File: src/rtl/aaseg_pkg.sv
// ---------------------------------------------------------------------------
// aaseg_pkg
// Shared constants, widths and the short-segment coverage table of the
// antialiased edge segment generator.
// ---------------------------------------------------------------------------
package aaseg_pkg;

    // Longest segment; longer requests saturate to it
    localparam int MAX_SEG_LEN = 64;
    // Color bits kept from the request
    localparam int COLOR_BITS  = 16;

    // Field widths
    localparam int C_COORD_W = 16;
    localparam int C_LEN_W   = 8;
    localparam int C_COLOR_W = 16;
    localparam int C_OPA_W   = 8;

    // Segment magnitude and pixel index (must hold MAX_SEG_LEN itself)
    localparam int C_IDX_W = $clog2(MAX_SEG_LEN + 1);
    // Divisor of the long ramp: twice the magnitude
    localparam int C_DEN_W = C_IDX_W + 1;
    // Iteration counter of the divider, one quotient bit per cycle
    localparam int C_DCNT_W = $clog2(C_OPA_W);

    // Magnitudes below this use the fixed table
    localparam int C_TAB_LEN = 8;

    // Mask of the color bits that pass through
    localparam logic [C_COLOR_W-1:0] C_COLOR_MASK =
        C_COLOR_W'((33'd1 << COLOR_BITS) - 33'd1);

    // Stream word widths, filled up to whole bytes
    localparam int C_S_TDATA_W = 128;
    localparam int C_M_TDATA_W = 56;

    // Coverage table of short segments: row is magnitude-1, column is pixel
    function automatic logic [7:0] ramp_val(input logic [2:0] row,
                                            input logic [2:0] col);
        logic [7:0] v;
        v = 8'd0;
        case ({row, col})
            6'o00: v = 8'd128;
            6'o10: v = 8'd64;
            6'o11: v = 8'd192;
            6'o20: v = 8'd42;
            6'o21: v = 8'd128;
            6'o22: v = 8'd212;
            6'o30: v = 8'd32;
            6'o31: v = 8'd96;
            6'o32: v = 8'd159;
            6'o33: v = 8'd223;
            6'o40: v = 8'd26;
            6'o41: v = 8'd76;
            6'o42: v = 8'd128;
            6'o43: v = 8'd178;
            6'o44: v = 8'd230;
            6'o50: v = 8'd21;
            6'o51: v = 8'd64;
            6'o52: v = 8'd106;
            6'o53: v = 8'd148;
            6'o54: v = 8'd191;
            6'o55: v = 8'd234;
            6'o60: v = 8'd18;
            6'o61: v = 8'd55;
            6'o62: v = 8'd91;
            6'o63: v = 8'd128;
            6'o64: v = 8'd164;
            6'o65: v = 8'd200;
            6'o66: v = 8'd237;
            default: v = 8'd0;
        endcase
        return v;
    endfunction

endpackage

File: src/rtl/aa_edge_segment_generator_top.sv
// ---------------------------------------------------------------------------
// aa_edge_segment_generator_top
// Antialiased edge segment generator: one request in, one pixel out per
// position along the segment with its coverage opacity and clip flag.
// ---------------------------------------------------------------------------
// Usage:
//   Slave channel (i_s_*): one segment request per transfer. o_s_tready is
//   high only while the block is idle, so one request is worked at a time.
//   Master channel (o_m_*): one pixel per transfer, o_m_tlast on the final
//   pixel of the segment. A request of length zero produces no pixel.
//   Timing: magnitudes 1 to 7 go from acceptance straight to the emitting
//   state, then give one pixel per cycle while the master channel does not
//   stall. Longer segments first run the divider (one quotient bit per
//   cycle), then give one pixel per cycle by stepping the quotient and
//   remainder, again unless the master channel stalls.
//   Stall: the pixel register holds while o_m_tvalid is high and i_m_tready
//   is low; the generator waits and nothing is lost.
//   Reset: synchronous, active low; clears the sequencer and drops any
//   pixel in flight. The block comes out of reset idle and ready.
// ---------------------------------------------------------------------------
module aa_edge_segment_generator_top (
    input  logic                              i_clk,
    input  logic                              i_rst_n,
    // Request: start_x, start_y, seg_length, color, max_opa,
    //          mask_left, mask_top, mask_right, mask_bottom (lowest first)
    input  logic                              i_s_tvalid,
    output logic                              o_s_tready,
    input  logic [aaseg_pkg::C_S_TDATA_W-1:0] i_s_tdata,
    // vertical
    input  logic                              i_s_tuser,
    // Pixel: pixel_x, pixel_y, pixel_color, pixel_opa (lowest first)
    output logic                              o_m_tvalid,
    input  logic                              i_m_tready,
    output logic [aaseg_pkg::C_M_TDATA_W-1:0] o_m_tdata,
    // inside_mask
    output logic                              o_m_tuser,
    output logic                              o_m_tlast
);

    typedef enum logic [2:0] {
        S_IDLE = 3'b001,
        S_DIV  = 3'b010,
        S_RUN  = 3'b100
    } t_state;

    t_state r_state, n_state;

    // Latched request
    logic signed [aaseg_pkg::C_COORD_W-1:0] r_px, r_py;
    logic signed [aaseg_pkg::C_COORD_W-1:0] r_ml, r_mt, r_mr, r_mb;
    logic                                   r_vert;
    logic                                   r_inv;
    logic [aaseg_pkg::C_COLOR_W-1:0]        r_color;
    logic [aaseg_pkg::C_OPA_W-1:0]          r_opa;
    logic [aaseg_pkg::C_IDX_W-1:0]          r_mag;
    logic [aaseg_pkg::C_IDX_W-1:0]          r_idx;

    // Long-ramp quotient / remainder and their per-pixel steps
    logic [aaseg_pkg::C_OPA_W-1:0] r_q, r_sq;
    logic [aaseg_pkg::C_DEN_W-1:0] r_r, r_sr;

    // Pixel register
    logic                              r_m_tvalid;
    logic [aaseg_pkg::C_M_TDATA_W-1:0] r_m_tdata;
    logic                              r_m_tuser;
    logic                              r_m_tlast;

    // Request fields
    logic [aaseg_pkg::C_LEN_W-1:0] s_len;
    logic [aaseg_pkg::C_LEN_W-1:0] abs_len;
    logic [aaseg_pkg::C_IDX_W-1:0] s_mag;
    logic                          s_accept;
    logic                          s_long;

    // Divider hookup
    logic                          div_start;
    logic                          div_done;
    logic [aaseg_pkg::C_OPA_W-1:0] div_quot;
    logic [aaseg_pkg::C_DEN_W-1:0] div_rem;
    logic [aaseg_pkg::C_DEN_W-1:0] den;
    logic [aaseg_pkg::C_DEN_W:0]   twice_rem;
    logic                          twice_ge;
    logic [aaseg_pkg::C_DEN_W:0]   twice_sub;

    // Per-pixel datapath
    logic                          emit;
    logic                          last_pix;
    logic                          short_seg;
    logic [2:0]                    tab_row;
    logic [7:0]                    tab_val;
    logic [2*aaseg_pkg::C_OPA_W-1:0] prod;
    logic [aaseg_pkg::C_OPA_W-1:0] cov;
    logic [aaseg_pkg::C_OPA_W-1:0] pix_opa;
    logic                          pix_in_mask;
    logic [aaseg_pkg::C_DEN_W:0]   r_sum;
    logic                          r_wrap;
    logic [aaseg_pkg::C_DEN_W:0]   r_sum_sub;

    // Decode the request length: magnitude, saturated to the maximum
    assign s_len    = i_s_tdata[39:32];
    assign abs_len  = s_len[aaseg_pkg::C_LEN_W-1] ? (~s_len + 1'b1) : s_len;
    assign s_mag    = (abs_len > aaseg_pkg::C_LEN_W'(aaseg_pkg::MAX_SEG_LEN))
                    ? aaseg_pkg::C_IDX_W'(aaseg_pkg::MAX_SEG_LEN)
                    : aaseg_pkg::C_IDX_W'(abs_len);
    assign s_accept = i_s_tvalid && (r_state == S_IDLE);
    assign s_long   = s_mag >= aaseg_pkg::C_IDX_W'(aaseg_pkg::C_TAB_LEN);

    assign div_start = s_accept && s_long;
    assign den       = {r_mag, 1'b0};

    aaseg_div u_div (
        .i_clk      (i_clk),
        .i_rst_n    (i_rst_n),
        .i_start    (div_start),
        .i_dividend (i_s_tdata[63:56]),
        .i_divisor  ({s_mag, 1'b0}),
        .o_done     (div_done),
        .o_quot     (div_quot),
        .o_rem      (div_rem)
    );

    // Step of the ramp: 2*opa / den from the first quotient and remainder
    assign twice_rem = {div_rem, 1'b0};
    assign twice_ge  = twice_rem >= {1'b0, den};
    assign twice_sub = twice_rem - {1'b0, den};

    // Emit when the pixel register is free or being drained
    assign emit     = (r_state == S_RUN) && (!r_m_tvalid || i_m_tready);
    assign last_pix = r_idx == (r_mag - 1'b1);

    // Coverage: table times opacity for short segments, stepped quotient else
    assign short_seg = r_mag < aaseg_pkg::C_IDX_W'(aaseg_pkg::C_TAB_LEN);
    assign tab_row   = 3'(r_mag - 1'b1);
    assign tab_val   = aaseg_pkg::ramp_val(tab_row, r_idx[2:0]);
    assign prod      = r_opa * tab_val;
    assign cov       = short_seg ? prod[2*aaseg_pkg::C_OPA_W-1:aaseg_pkg::C_OPA_W] : r_q;
    assign pix_opa   = r_inv ? (r_opa - cov) : cov;

    // Clip test on the wrapped signed coordinate
    assign pix_in_mask = (r_px >= r_ml) && (r_px <= r_mr) && (r_py >= r_mt) && (r_py <= r_mb);

    // Advance the remainder, fold back once when it reaches the divisor
    assign r_sum     = {1'b0, r_r} + {1'b0, r_sr};
    assign r_wrap    = r_sum >= {1'b0, den};
    assign r_sum_sub = r_sum - {1'b0, den};

    // Next state
    always_comb begin
        n_state = r_state;
        case (r_state)
            S_IDLE: begin
                if (s_accept && (s_mag != '0)) begin
                    n_state = s_long ? S_DIV : S_RUN;
                end
            end
            S_DIV: begin
                if (div_done) begin
                    n_state = S_RUN;
                end
            end
            S_RUN: begin
                if (emit && last_pix) begin
                    n_state = S_IDLE;
                end
            end
            default: n_state = S_IDLE;
        endcase
    end

    // Control registers
    always_ff @(posedge i_clk) begin
        if (!i_rst_n) begin
            r_state    <= S_IDLE;
            r_m_tvalid <= 1'b0;
        end else begin
            r_state <= n_state;
            if (emit) begin
                r_m_tvalid <= 1'b1;
            end else if (i_m_tready) begin
                r_m_tvalid <= 1'b0;
            end
        end
    end

    // Latch the request and walk the segment
    always_ff @(posedge i_clk) begin
        if (s_accept) begin
            r_px    <= i_s_tdata[15:0];
            r_py    <= i_s_tdata[31:16];
            r_inv   <= s_len[aaseg_pkg::C_LEN_W-1];
            r_color <= i_s_tdata[55:40] & aaseg_pkg::C_COLOR_MASK;
            r_opa   <= i_s_tdata[63:56];
            r_ml    <= i_s_tdata[79:64];
            r_mt    <= i_s_tdata[95:80];
            r_mr    <= i_s_tdata[111:96];
            r_mb    <= i_s_tdata[127:112];
            r_vert  <= i_s_tuser;
            r_mag   <= s_mag;
            r_idx   <= '0;
        end else if (emit) begin
            r_idx <= r_idx + 1'b1;
            if (r_vert) begin
                r_py <= r_py + 1'b1;
            end else begin
                r_px <= r_px + 1'b1;
            end
        end
    end

    // Load the ramp from the divider, then step it once per pixel
    always_ff @(posedge i_clk) begin
        if ((r_state == S_DIV) && div_done) begin
            r_q  <= div_quot;
            r_r  <= div_rem;
            r_sq <= {div_quot[aaseg_pkg::C_OPA_W-2:0], 1'b0}
                  + aaseg_pkg::C_OPA_W'(twice_ge);
            r_sr <= twice_ge ? twice_sub[aaseg_pkg::C_DEN_W-1:0]
                             : twice_rem[aaseg_pkg::C_DEN_W-1:0];
        end else if (emit) begin
            if (r_wrap) begin
                r_r <= r_sum_sub[aaseg_pkg::C_DEN_W-1:0];
                r_q <= r_q + r_sq + 1'b1;
            end else begin
                r_r <= r_sum[aaseg_pkg::C_DEN_W-1:0];
                r_q <= r_q + r_sq;
            end
        end
    end

    // Pixel register
    always_ff @(posedge i_clk) begin
        if (emit) begin
            r_m_tdata <= {pix_opa, r_color, r_py, r_px};
            r_m_tuser <= pix_in_mask;
            r_m_tlast <= last_pix;
        end
    end

    assign o_s_tready = r_state == S_IDLE;
    assign o_m_tvalid = r_m_tvalid;
    assign o_m_tdata  = r_m_tdata;
    assign o_m_tuser  = r_m_tuser;
    assign o_m_tlast  = r_m_tlast;

endmodule

File: src/rtl/aaseg_div.sv
// ---------------------------------------------------------------------------
// aaseg_div
// Restoring divider of opacity by twice the segment length, one quotient
// bit per cycle; gives quotient and remainder with a done pulse.
// ---------------------------------------------------------------------------
module aaseg_div (
    input  logic                          i_clk,
    input  logic                          i_rst_n,
    input  logic                          i_start,
    input  logic [aaseg_pkg::C_OPA_W-1:0] i_dividend,
    input  logic [aaseg_pkg::C_DEN_W-1:0] i_divisor,
    output logic                          o_done,
    output logic [aaseg_pkg::C_OPA_W-1:0] o_quot,
    output logic [aaseg_pkg::C_DEN_W-1:0] o_rem
);

    logic                           r_busy;
    logic                           r_done;
    logic [aaseg_pkg::C_DCNT_W-1:0] r_cnt;
    logic [aaseg_pkg::C_OPA_W-1:0]  r_quot;
    logic [aaseg_pkg::C_DEN_W-1:0]  r_rem;
    logic [aaseg_pkg::C_DEN_W-1:0]  r_div;

    logic [aaseg_pkg::C_DEN_W:0]    trial;
    logic                           fits;
    logic [aaseg_pkg::C_DEN_W:0]    diff;

    // Shift in the next dividend bit and try one subtraction
    assign trial = {r_rem, r_quot[aaseg_pkg::C_OPA_W-1]};
    assign fits  = trial >= {1'b0, r_div};
    assign diff  = trial - {1'b0, r_div};

    // Sequence the iterations
    always_ff @(posedge i_clk) begin
        if (!i_rst_n) begin
            r_busy <= 1'b0;
            r_done <= 1'b0;
            r_cnt  <= '0;
        end else begin
            r_done <= 1'b0;
            if (i_start) begin
                r_busy <= 1'b1;
                r_cnt  <= aaseg_pkg::C_DCNT_W'(aaseg_pkg::C_OPA_W - 1);
            end else if (r_busy) begin
                r_cnt <= r_cnt - 1'b1;
                if (r_cnt == '0) begin
                    r_busy <= 1'b0;
                    r_done <= 1'b1;
                end
            end
        end
    end

    // Operand and partial result registers
    always_ff @(posedge i_clk) begin
        if (i_start) begin
            r_quot <= i_dividend;
            r_rem  <= '0;
            r_div  <= i_divisor;
        end else if (r_busy) begin
            r_quot <= {r_quot[aaseg_pkg::C_OPA_W-2:0], fits};
            r_rem  <= fits ? diff[aaseg_pkg::C_DEN_W-1:0] : trial[aaseg_pkg::C_DEN_W-1:0];
        end
    end

    assign o_done = r_done;
    assign o_quot = r_quot;
    assign o_rem  = r_rem;

endmodule

File: config.mk
export PLATFORM = sky130hd
export DESIGN_NAME = aa_edge_segment_generator_top
export DESIGN_NICKNAME = d
export VERILOG_FILES = /design/src/rtl/aaseg_pkg.sv /design/src/rtl/aa_edge_segment_generator_top.sv /design/src/rtl/aaseg_div.sv
export SDC_FILE = /design/constraint.sdc
export NUM_CORES = 1
export LEC_CHECK = 0
export ABC_AREA = 1
export ABC_CLOCK_PERIOD_IN_PS = 8400
export BUFFER_PORTS_ARGS = -buffer_cell sky130_fd_sc_hd__buf_2
export CORE_ASPECT_RATIO = 1.75
export CORE_MARGIN = 5
export CORE_UTILIZATION = 58
export DETAILED_ROUTE_END_ITERATION = 7
export PLACE_DENSITY = 0.86
export SLEW_MARGIN = 30
export SYNTH_ARGS = -nofsm -noshare
export SYNTH_HDL_FRONTEND = slang
export SYNTH_SLANG_ARGS = --single-unit
File: constraint.sdc
create_clock -name i_clk -period 8.4 [get_ports i_clk]
set_clock_uncertainty 0.1 [all_clocks]
set_input_delay 1.26 -clock i_clk [delete_from_list [all_inputs] [get_ports i_clk]]
set_output_delay 1.26 -clock i_clk [all_outputs]
set_load 0.005 [all_outputs]
======== Word level (Yosys, flattened, before mapping) ========
Memory sizes are Yosys's and may differ from the RTL's.
Index checks and enable logic that the tools add are counted.
cells by class
  add/sub/neg operators ................... 14
  multiply operators ...................... 1
  divide/modulo/power cells ............... 0
  magnitude comparators ................... 10
  equal/unequal tests ..................... 8
  shift operators ......................... 0
  multiplexer cells ....................... 33
  bitwise logic cells ..................... 3
  reduce and logical (&&, ||, !) cells .... 22
operator list
  operator                 number
  $mux W8                  13
  $mux W16                 6
  $add A16 B1 Y16 const B  2
  $ge A16 B16 Y1           2
  $le A16 B16 Y1           2
  $sub A8 B8 Y8            4
  $ge A9 B8 Y1             3
  $mux W3                  6
  $add A8 B1 Y8 const B    2
  $mul A8 B8 Y16           1
  $reduce_bool A2 Y1       5
  $add A8 B8 Y9            1
  $logic_and A1 B1 Y1      9
  $pmux W3 S3              1
  $add A8 B1 Y8            1
  $add A8 B8 Y8            1
  $gt A8 B7 Y1 const B     1
  $ne A2 B1 Y1 const B     4
  $not A8 Y8               1
  $add A7 B1 Y7 const B    1
  $eq A7 B7 Y1             1
  $ge A7 B4 Y1 const B     1
  $lt A7 B4 Y1 const B     1
  $mux W7                  1
  other kinds (14)         21
storage, ports and cells
  register bits after elaboration ......... 258
  latch bits .............................. 0
  RAM bits ................................ 0
  bits in read-only memories .............. 512
  input port bits ......................... 133
  output and inout bits ................... 60
  word-level logic and storage cells ...... 120
  memories kept ........................... 1
memories
  memory            depth  width  read ports  clocked after memory_dff  write ports  RTL line         text
  (name not given)  64     8      1           0                         0            aaseg_pkg.sv:42  case ({row, col})

======== Longest topological paths before layout ========
Gate-level depths: netlist of run 1.
  depth after elaboration ................. 9
  mapped depth ............................ 41

======== Hierarchy ========
Synthesis of run 1 repeated with hierarchy kept, for this count alone.
unflattened totals
  cells, all modules ...................... 1701
  area, all modules ....................... 16089.2 µm²
by module, submodules not included
  module                         instances  cells an instance  area an instance (µm²)
  aa_edge_segment_generator_top  1          1496               14433.8
  aaseg_div                      1          205                1655.3

======== Worst setup path after synthesis of run 1 ========
No wires, ideal clock.
  path kind ............................... register -> register
  start point ............................. reg r_mag[0] (netlist name)
  end point ............................... reg r_m_tdata (netlist bit o_m_tdata[54]) (data pin)
  setup time .............................. 0.257 ns
  arrival ................................. 6.224 ns
  required time ........................... 8.043 ns
  path slack .............................. 1.820 ns
  stages on the path, launching flop included .. 36
  path buffers ............................ 3
  clock period less this slack ............ 6.580 ns
  cell sequence ........................... edfxtp_1 > buf_6 > inv_4 > clkbuf_1 > ha_1 > buf_6 > nor2_1 > nand2_1 > o211ai_1 > nand2_1 > nand2_1 > inv_1 > nor2_1 > fa_1 > fa_1 > fa_1 > inv_1 > fa_1 > inv_1 > ha_1 > a21oi_1 > o21ai_0 > nor2_1 > xor2_1 > nand2_1 > o21ai_0 > inv_1 > fa_1 > o21bai_1 > nand2_1 > nand2_1 > nand2_1 > nand2_1 > nand3_1 > nand3_1 > nand2_1
between the ends
  cells in the longest elaborated chain, start to end .. 6
  elaborated cells on any way between the ends .. 7
  classes of those cells .................. add/sub (2); mul (1); order compare (1); mux (2); memory (1)
ends and longest elaborated chain
  what                    RTL line                              text
  start, declared         aa_edge_segment_generator_top.sv:55   logic [aaseg_pkg::C_IDX_W-1:0] r_mag;
  start signal, assigned  aa_edge_segment_generator_top.sv:198  r_mag <= s_mag;
  $sub A7 B1 Y7           aa_edge_segment_generator_top.sv:133  assign tab_row = 3'(r_mag - 1'b1);
  $mem_v2 Z64 W8          --
  $mul A8 B8 Y16          aa_edge_segment_generator_top.sv:135  assign prod = r_opa * tab_val;
  $mux W8 *               aa_edge_segment_generator_top.sv:136  assign cov = short_seg ? prod[2*aaseg_pkg::C_OPA_W-1:aaseg_pkg::C_OPA_W] : r_q;
  $sub A8 B8 Y8           aa_edge_segment_generator_top.sv:137  assign pix_opa = r_inv ? (r_opa - cov) : cov;
  $mux W8 *               aa_edge_segment_generator_top.sv:137
  via pix_opa, one bit    aa_edge_segment_generator_top.sv:93   logic [aaseg_pkg::C_OPA_W-1:0] pix_opa;
  end signal, assigned    aa_edge_segment_generator_top.sv:233  r_m_tdata <= {pix_opa, r_color, r_py, r_px};
  end, declared           aa_edge_segment_generator_top.sv:64   logic [aaseg_pkg::C_M_TDATA_W-1:0] r_m_tdata;
Mark *: on every way through the listed nets, which the timed path passes. The rest lies on a longest branch.
A chain may end at the register's enable or synchronous reset.

======== Worst setup path in the final report of run 1 ========
Same ends and word-level chain as after synthesis.

==> metrics.md, run 1 <==
| Metric | Value |
|---|---|
| Crit. End Element | flip-flop |
| CTS Hold Bufs | 0 |
| Max clock buf depth | 3 |
| Reg clk slew, reported paths | 0.07 ns |
| EDFF count, synth | around 230 |
| Ports | 193 |
| Cell Rows | 80 |
| Synth top area cells | edfxtp_1, ha_1, inv_1, nand2_1, fa_1 |
| Run status | completed |
| Final slew viol count | 0 |
| Slew @ Worst Pin | approximately 1 ns |
| Final core utilization | 0.660 |
| CTS tree | done |
| CTS root buffer | clkbuf_16 |
| Synth Cell Area | between 15,000 and 20,000 um^2 |
| Max VDD drop | approximately 0.28 mV |
| Vias per cell | 5.60 |
| Critical path arrival | ~7.7 ns |
| Area growth syn-to-layout | 13.1% |
| Via count | between 10k and 15k |
| CP Class | reg -> reg |
| Maxcap violations | 0 |
| Register area share after synthesis | 0.474 |
| Slowest stage delay, CP | 0.62 ns |
| Routed WL | 38.6 mm |
| Routed length per instance | 17.8 um |
| Layout cells sized above 1 | 0.150 |
| Setup bufs post-CTS | 0 |
| Leak | just over 8 nW |
| Final setup fails | 0 |
| Post-CTS Resized | 0 |
| Syn Nets | between 1.5k and 2k |
| Critical path peak fanout | 16 |
| Core area | 27,000 um^2 |
| R2R depth | 32 |
| Setup TNS Final | 0 ns |
| RSZ-0062 raised after global routing | false |
| Synth warn | 0 |
| Clk sinks | 257 |
| Top-area cell type share of the netlist area | 0.444 |
| Global-route usage over all layers | 0.250 |
| Met2 GRT Util | 0.486 |
| GRT Max-Usage Layer | met2 |
| Post-synthesis async set-or-reset flop share | 0 |
| Most frequent cells in the layout | inv_1, nand2_1, edfxtp_1 |
| Relative slew margins | 0.339 |
| Chip width | between 100 and 150 um |
| Initial antenna violation count | 0 |
| Max H-tree Level | 1 |
| Period minus WS final | around 7.6 ns |
| Startpoint Class | flip-flop |
| FF-to-FF setup slack | 0.85 ns |
| Library cell with the largest summed area after synthesis | edfxtp_1 |
| Hold Vio Cnt, Final | 0 |
| Final Power | roughly 6.2 mW |
| Initial Util | 0.584 |
| Die Footprint | 30,700 um^2 |
| PortBufs | about 190 |
| Yosys cell types | 58 |
| Initial DRC count | 692 |
| Final GP Congestion | 0.959 |
| Most used DFF post-synth | edfxtp_1 |
| Largest net degree at the start of global routing | 77 |
| PwrDens | 348 nW/um^2 |
| Clock Latency Late Sink | roughly 0.53 ns |
| Num CTS Buffers | 24 |
| Antenna diodes | 0 |
| Cells after synthesis | approximately 1.6k |
| DRT antenna net count | 0 |
| Fin crit share | 0.899 |
| Hold Path Class | reg -> reg |
| Commonest non-fill, non-tap cell in the layout | inv_1 |
| Nets | 2,152 |
| Global-route met1 utilization | 0.245 |
| Post-synthesis register bit count | around 260 |
| Non-Filler Instances | between 2k and 2.5k |
| Cells on Worst Hold Path | 0 |
| DRT Pass-1 Iters | 5 |
| CP most frequent cell | nand2_1 |
| Critical Path RT | roughly 8.6 ns |
| Post-Syn Area per Cell | 9.68 um^2 |
| Inst Count DP | between 2k and 2.5k |
| Global-route wire length before repair | 61.3 mm |
| # fillers | a little over 2k |
| DRC violation count after routing | 0 |
| Critical-path top delay cell | edfxtp_1 |
| Detail Placement HPWL | a little over 30 mm |
| Hold WS | between 0.3 and 0.4 ns |
| Remaining Overflow, GRT | 0 |
| FMAX | between 0.1 and 0.15 GHz |
| Via count of the first global-routing pass | between 10k and 15k |
| Die Ht | 228 um |
| Met3 Resource Use GR | 0.0306 |
## worst paths after layout
path,startpoint,endpoint
worst min register to register,r_color[9],o_m_tdata[41]
worst max-delay path,r_mag[0],o_m_tdata[54]
worst max register to register,r_mag[0],o_m_tdata[54]
worst min-delay path,r_color[9],o_m_tdata[41]
## synthesized netlist by cell type (3+ instances only)
master      n
inv_1     277
nand2_1   268
edfxtp_1  233
nor2_1    152
ha_1      149
o21ai_0    85
a21oi_1    78
nand3_1    66
fa_1       41
xor2_1     38
dfxtp_1    24
nand4_1    20
nor3_1     19
xnor2_1    19
clkbuf_1   15
nand2_2    14
o211ai_1   10
o21ai_1     9
nor4_1      8
o31ai_1     8
or2_2       8
nand3b_1    7
a31oi_1     6
inv_2       5
nand3_2     5
o21bai_1    5
a211oi_1    4
buf_2       4
o21a_1      4
o221ai_1    4
a221oi_1    3
a22o_1      3
and2_1      3
buf_6       3
nand2_4     3
o22ai_1     3
## area by class of cell
type | count | area, um^2 | share of cell area
clock inverters | 14 | 119 | 0.00667
well taps | 328 | 410 | 0.0230
clock buffers | 28 | 637 | 0.0357
flip-flops and latches | 257 | 7480 | 0.419
inverters | 285 | 1090 | 0.0611
multi-input cells | 1064 | 7100 | 0.398
repair buffers | 197 | 998 | 0.0560
## per-stage QoR
step           area, um^2  worst slack (ns)
2_1_floorplan       15800              1.82
3_3_place_gp        17100              1.09
3_5_place_dp        17100             0.930
4_1_cts             17800             0.915
5_1_grt             17800             0.329
6_report            17800             0.847
## state kept, by name, indices dropped and copies added, names as in the netlist, 8 cells and up
signal,count
r_ml,16
u_div.o_rem,8
r_py,16
r_px,16
r_opa,8
u_div.o_quot,8
r_q,8
r_mt,16
r_r,8
o_m_tdata,56
r_mr,16
r_mb,16
r_color,16
r_sq,8
## report_power, final
| part | switching, mW | internal [mW] | total (mW) |
|---|---|---|---|
| Combinational | 2.02 | 1.21 | 3.23 |
| Clock | 0.464 | 0.602 | 1.07 |
| Sequential | 0.188 | 1.72 | 1.91 |
| Total | 2.67 | 3.54 | 6.21 |
## worst max-delay path, delay by kind of cell, from the launching register on
family | cells | cell delay [ns]
simple gates | 13 | 1.29
compound gates | 5 | 0.86
xor+xnor | 1 | 0.22
flops | 1 | 0.62
fa+ha+maj | 7 | 3.49
buf+inv | 6 | 0.72
## cell families after synthesis
| family | share of synthesized area |
|---|---|
| AND/OR/NAND/NOR | 0.160 |
| adder cells (fa/ha/maj) | 0.170 |
| AO/OA/AOI/OAI | 0.0873 |
| XOR/XNOR | 0.0317 |
| flip-flops | 0.474 |
| buffers and inverters | 0.0763 |
## routing by layer
metal	vias up	routed length, um
li1	5872	-
met1	5713	12600
met2	448	21500
met3	143	2060
met4	0	2500
met5	-	0
Power figures use the tool's default switching activity.
==> run 2, diff against run 1 <==
--- a/config.mk
+++ b/config.mk
@@ -6,13 +6,13 @@
 export NUM_CORES = 1
 export LEC_CHECK = 0
 export ABC_AREA = 1
-export ABC_CLOCK_PERIOD_IN_PS = 8400
+export ABC_CLOCK_PERIOD_IN_PS = 6530
 export BUFFER_PORTS_ARGS = -buffer_cell sky130_fd_sc_hd__buf_2
 export CORE_ASPECT_RATIO = 1.75
 export CORE_MARGIN = 5
-export CORE_UTILIZATION = 58
+export CORE_UTILIZATION = 54
 export DETAILED_ROUTE_END_ITERATION = 7
-export PLACE_DENSITY = 0.86
+export PLACE_DENSITY = 0.84
 export SLEW_MARGIN = 30
 export SYNTH_ARGS = -nofsm -noshare
 export SYNTH_HDL_FRONTEND = slang
==> constraint.sdc (replaced) <==
create_clock -name i_clk -period 6.53 [get_ports i_clk]
set_clock_uncertainty 0.1 [all_clocks]
set_input_delay 0.9795 -clock i_clk [delete_from_list [all_inputs] [get_ports i_clk]]
set_output_delay 0.9795 -clock i_clk [all_outputs]
set_load 0.005 [all_outputs]
==> run 2 against run 1 <==
Register-to-register slack worse by 0.58 ns. Cell count is 3.9% higher. Non-clock buffer count is 33 higher. First-iteration DRC count is 8.5% higher. Largest cell class unchanged.
==> metrics.md, run 2 (synthesis results as in run 1) <==
| Metric | Value |
|---|---|
| Run status | completed |
| CP Class | reg -> reg |
| Leak | 8.43 nW (+2.5%) |
| Placed instance area | 17,300 um^2 (+1.5%) |
| Period minus WS final | 6.27 ns (-1.29 ns) |
| Largest net degree at the start of global routing | 105 (+36%) |
| Multi-input combinational cell area | 7250 um^2 (+2.1%) |
| FMAX | 0.160 GHz (+21%) |
| DRT antenna net count | 0 (unchanged) |
| Cell Rows | 82 (+2.5%) |
| Core area | 28,700 um^2 (+6.3%) |
| Routed WL | 39.3 mm (+1.8%) |
| Hold Path Class | reg -> reg |
| Final Power | 8.76 mW (+41%) |
| Detail Placement HPWL | 30.3 mm (-0.11%) |
| Die Ht | 236 um (+3.5%) |
| Clk sinks | 257 (unchanged) |
| Layout cells sized above 1 | 0.188 (+0.0382) |
| Num CTS Buffers | 24 (unchanged) |
| Vias per cell | 5.48 (-2.3%) |
| DRC violation count after routing | 0 (unchanged) |
| Final setup fails | 0 (unchanged) |
| Global-route wire length before repair | 62.0 mm (+1.2%) |
| Antenna diodes | 0 (unchanged) |
| Finished Cell Area | 18,400 um^2 (+3.2%) |
| Startpoint Class | flip-flop |
| Relative slew margins | 0.385 (+0.0454) |
| Slowest stage delay, CP | 0.54 ns (-0.08 ns) |
| CTS root buffer | clkbuf_16 |
| Final GP Congestion | 0.958 (about the same) |
| Initial antenna violation count | 0 (unchanged) |
| Clock Latency Late Sink | 0.54 ns (about the same) |
| Reg clk slew, reported paths | 0.07 ns (about the same) |
| Chip width | 139 um (+3.4%) |
| Register area | 7480 um^2 (about the same) |
| PwrDens | 476 nW/um^2 (+37%) |
| PortBufs | 192 (unchanged) |
| Global-route usage over all layers | 0.233 (-0.0171) |
| Most frequent cells in the layout | inv_1, nand2_1, edfxtp_1 |
| Critical path arrival | 6.46 ns (-1.27 ns) |
| Largest register FFs | 56 (unchanged) |
| Remaining Overflow, GRT | 0 (unchanged) |
| Crit. End Element | flip-flop |
| Max VDD drop | 0.424 mV (+53%) |
| Max H-tree Level | 1 (unchanged) |
| Initial Util | 0.549 (-0.0346) |
| Hold WS | 0.322 ns (+0.00242 ns) |
| Ports | 193 (unchanged) |
| CTS tree | done |
| Via count of the first global-routing pass | 12.9k (+0.44%) |
| Setup TNS Final | 0 ns (unchanged) |
| Routed length per instance | 17.4 um (-2.0%) |
| Final slew viol count | 0 (unchanged) |
| Maxcap violations | 0 (unchanged) |
| Nets | 2,185 (+1.5%) |
| Initial DRC count | 751 (+8.5%) |
| Die Footprint | 32,900 um^2 (+7.0%) |
| # fillers | 2,237 (+9.5%) |
| Slew @ Worst Pin | 0.923 ns (-0.0681 ns) |
| Critical Path RT | 6.72 ns (-1.86 ns) |
| Max clock buf depth | 3 (unchanged) |
| DRT Pass-1 Iters | 6 (+1) |
| Area growth syn-to-layout | 16.7% |
| Critical path peak fanout | 8 (-8) |
| Commonest non-fill, non-tap cell in the layout | inv_1 |
| CP most frequent cell | nand2_1 |
| Critical-path top delay cell | fa_1 |
| Via count | 12.4k (+1.5%) |
| Fin crit share | 0.960 (+0.0604) |
| Hold Vio Cnt, Final | 0 (unchanged) |
[run 2: changes by cell type in the layout (fill, tap and decap cells not counted), moves of 4 or more]
cell,before,now
o21ai_0,84,78
buf_4,5,36
inv_6,1,5
a21oi_1,78,74
nor2_2,3,7
a21oi_2,2,6
clkinv_1,7,2
inv_2,4,10
o21ai_1,10,14
nor2_1,150,144
ha_1,149,141
ha_4,0,7
inv_1,277,270
[run 2: final timing paths]
path / from / endpoint / slack [ns] / depth (start not counted)
setup / recovery: r_mag[0] / o_m_tdata[55] / 0.26 / 35
hold / removal: r_color[5] / o_m_tdata[37] / 0.32 / 0
setup reg to reg: r_mag[0] / o_m_tdata[55] / 0.26 / 35
hold reg to reg: r_color[5] / o_m_tdata[37] / 0.32 / 0
[run 2: timing repair]
item	in CTS	in global routing
hold endpoints to repair	0	0
buffers inserted	0	10
gates resized for setup	2	42
hold buffers	0	0
setup endpoints to repair	2	6
pin swaps	0	11
[run 2: power breakdown]
part / leakage [nW] / internal [mW] / switching, mW
logic: 5.65 / 2.02 / 2.79
clock network: 0.411 / 0.830 / 0.661
registers: 2.37 / 2.22 / 0.238
total: 8.43 / 5.07 / 3.69
[run 2: through the flow]
step / util / cells / setup slack [ns]
floorplan: - / 1629 / 0.0661
global placement: 0.603 / 2204 / 0.150
detailed placement: 0.603 / 2204 / -0.000774
CTS: 0.633 / 2248 / 0.0294
global route: 0.641 / 2258 / -0.107
finish: 0.641 / 2258 / 0.264
[run 2: layout make-up]
cell class                      instances  area share
Tap cell                              378      0.0257
Clock inverter                         17     0.00979
Sequential cell                       257       0.407
Clock buffer                           27      0.0361
Multi-Input combinational cell       1064       0.394
Timing Repair Buffer                  230      0.0686
Inverter                              285      0.0593
[run 2: layer usage]
| metal | routed length (um) | track usage |
|---|---|---|
| met4 | 2170 | 0.129 |
| met2 | 21900 | 0.454 |
| met3 | 2380 | 0.0383 |
| met1 | 12900 | 0.229 |
| met5 | 0 | 0 |
[run 2: worst max-delay path, delay by kind of cell, from the launching register on]
kind	cells	cell delay [ns]
buffers and inverters	8	0.83
and+or+nand+nor	15	1.28
AOI/OAI and AO/OA	4	0.51
adders and majority gates	7	2.75
xor gates and xnor gates	1	0.14
DFF	1	0.40
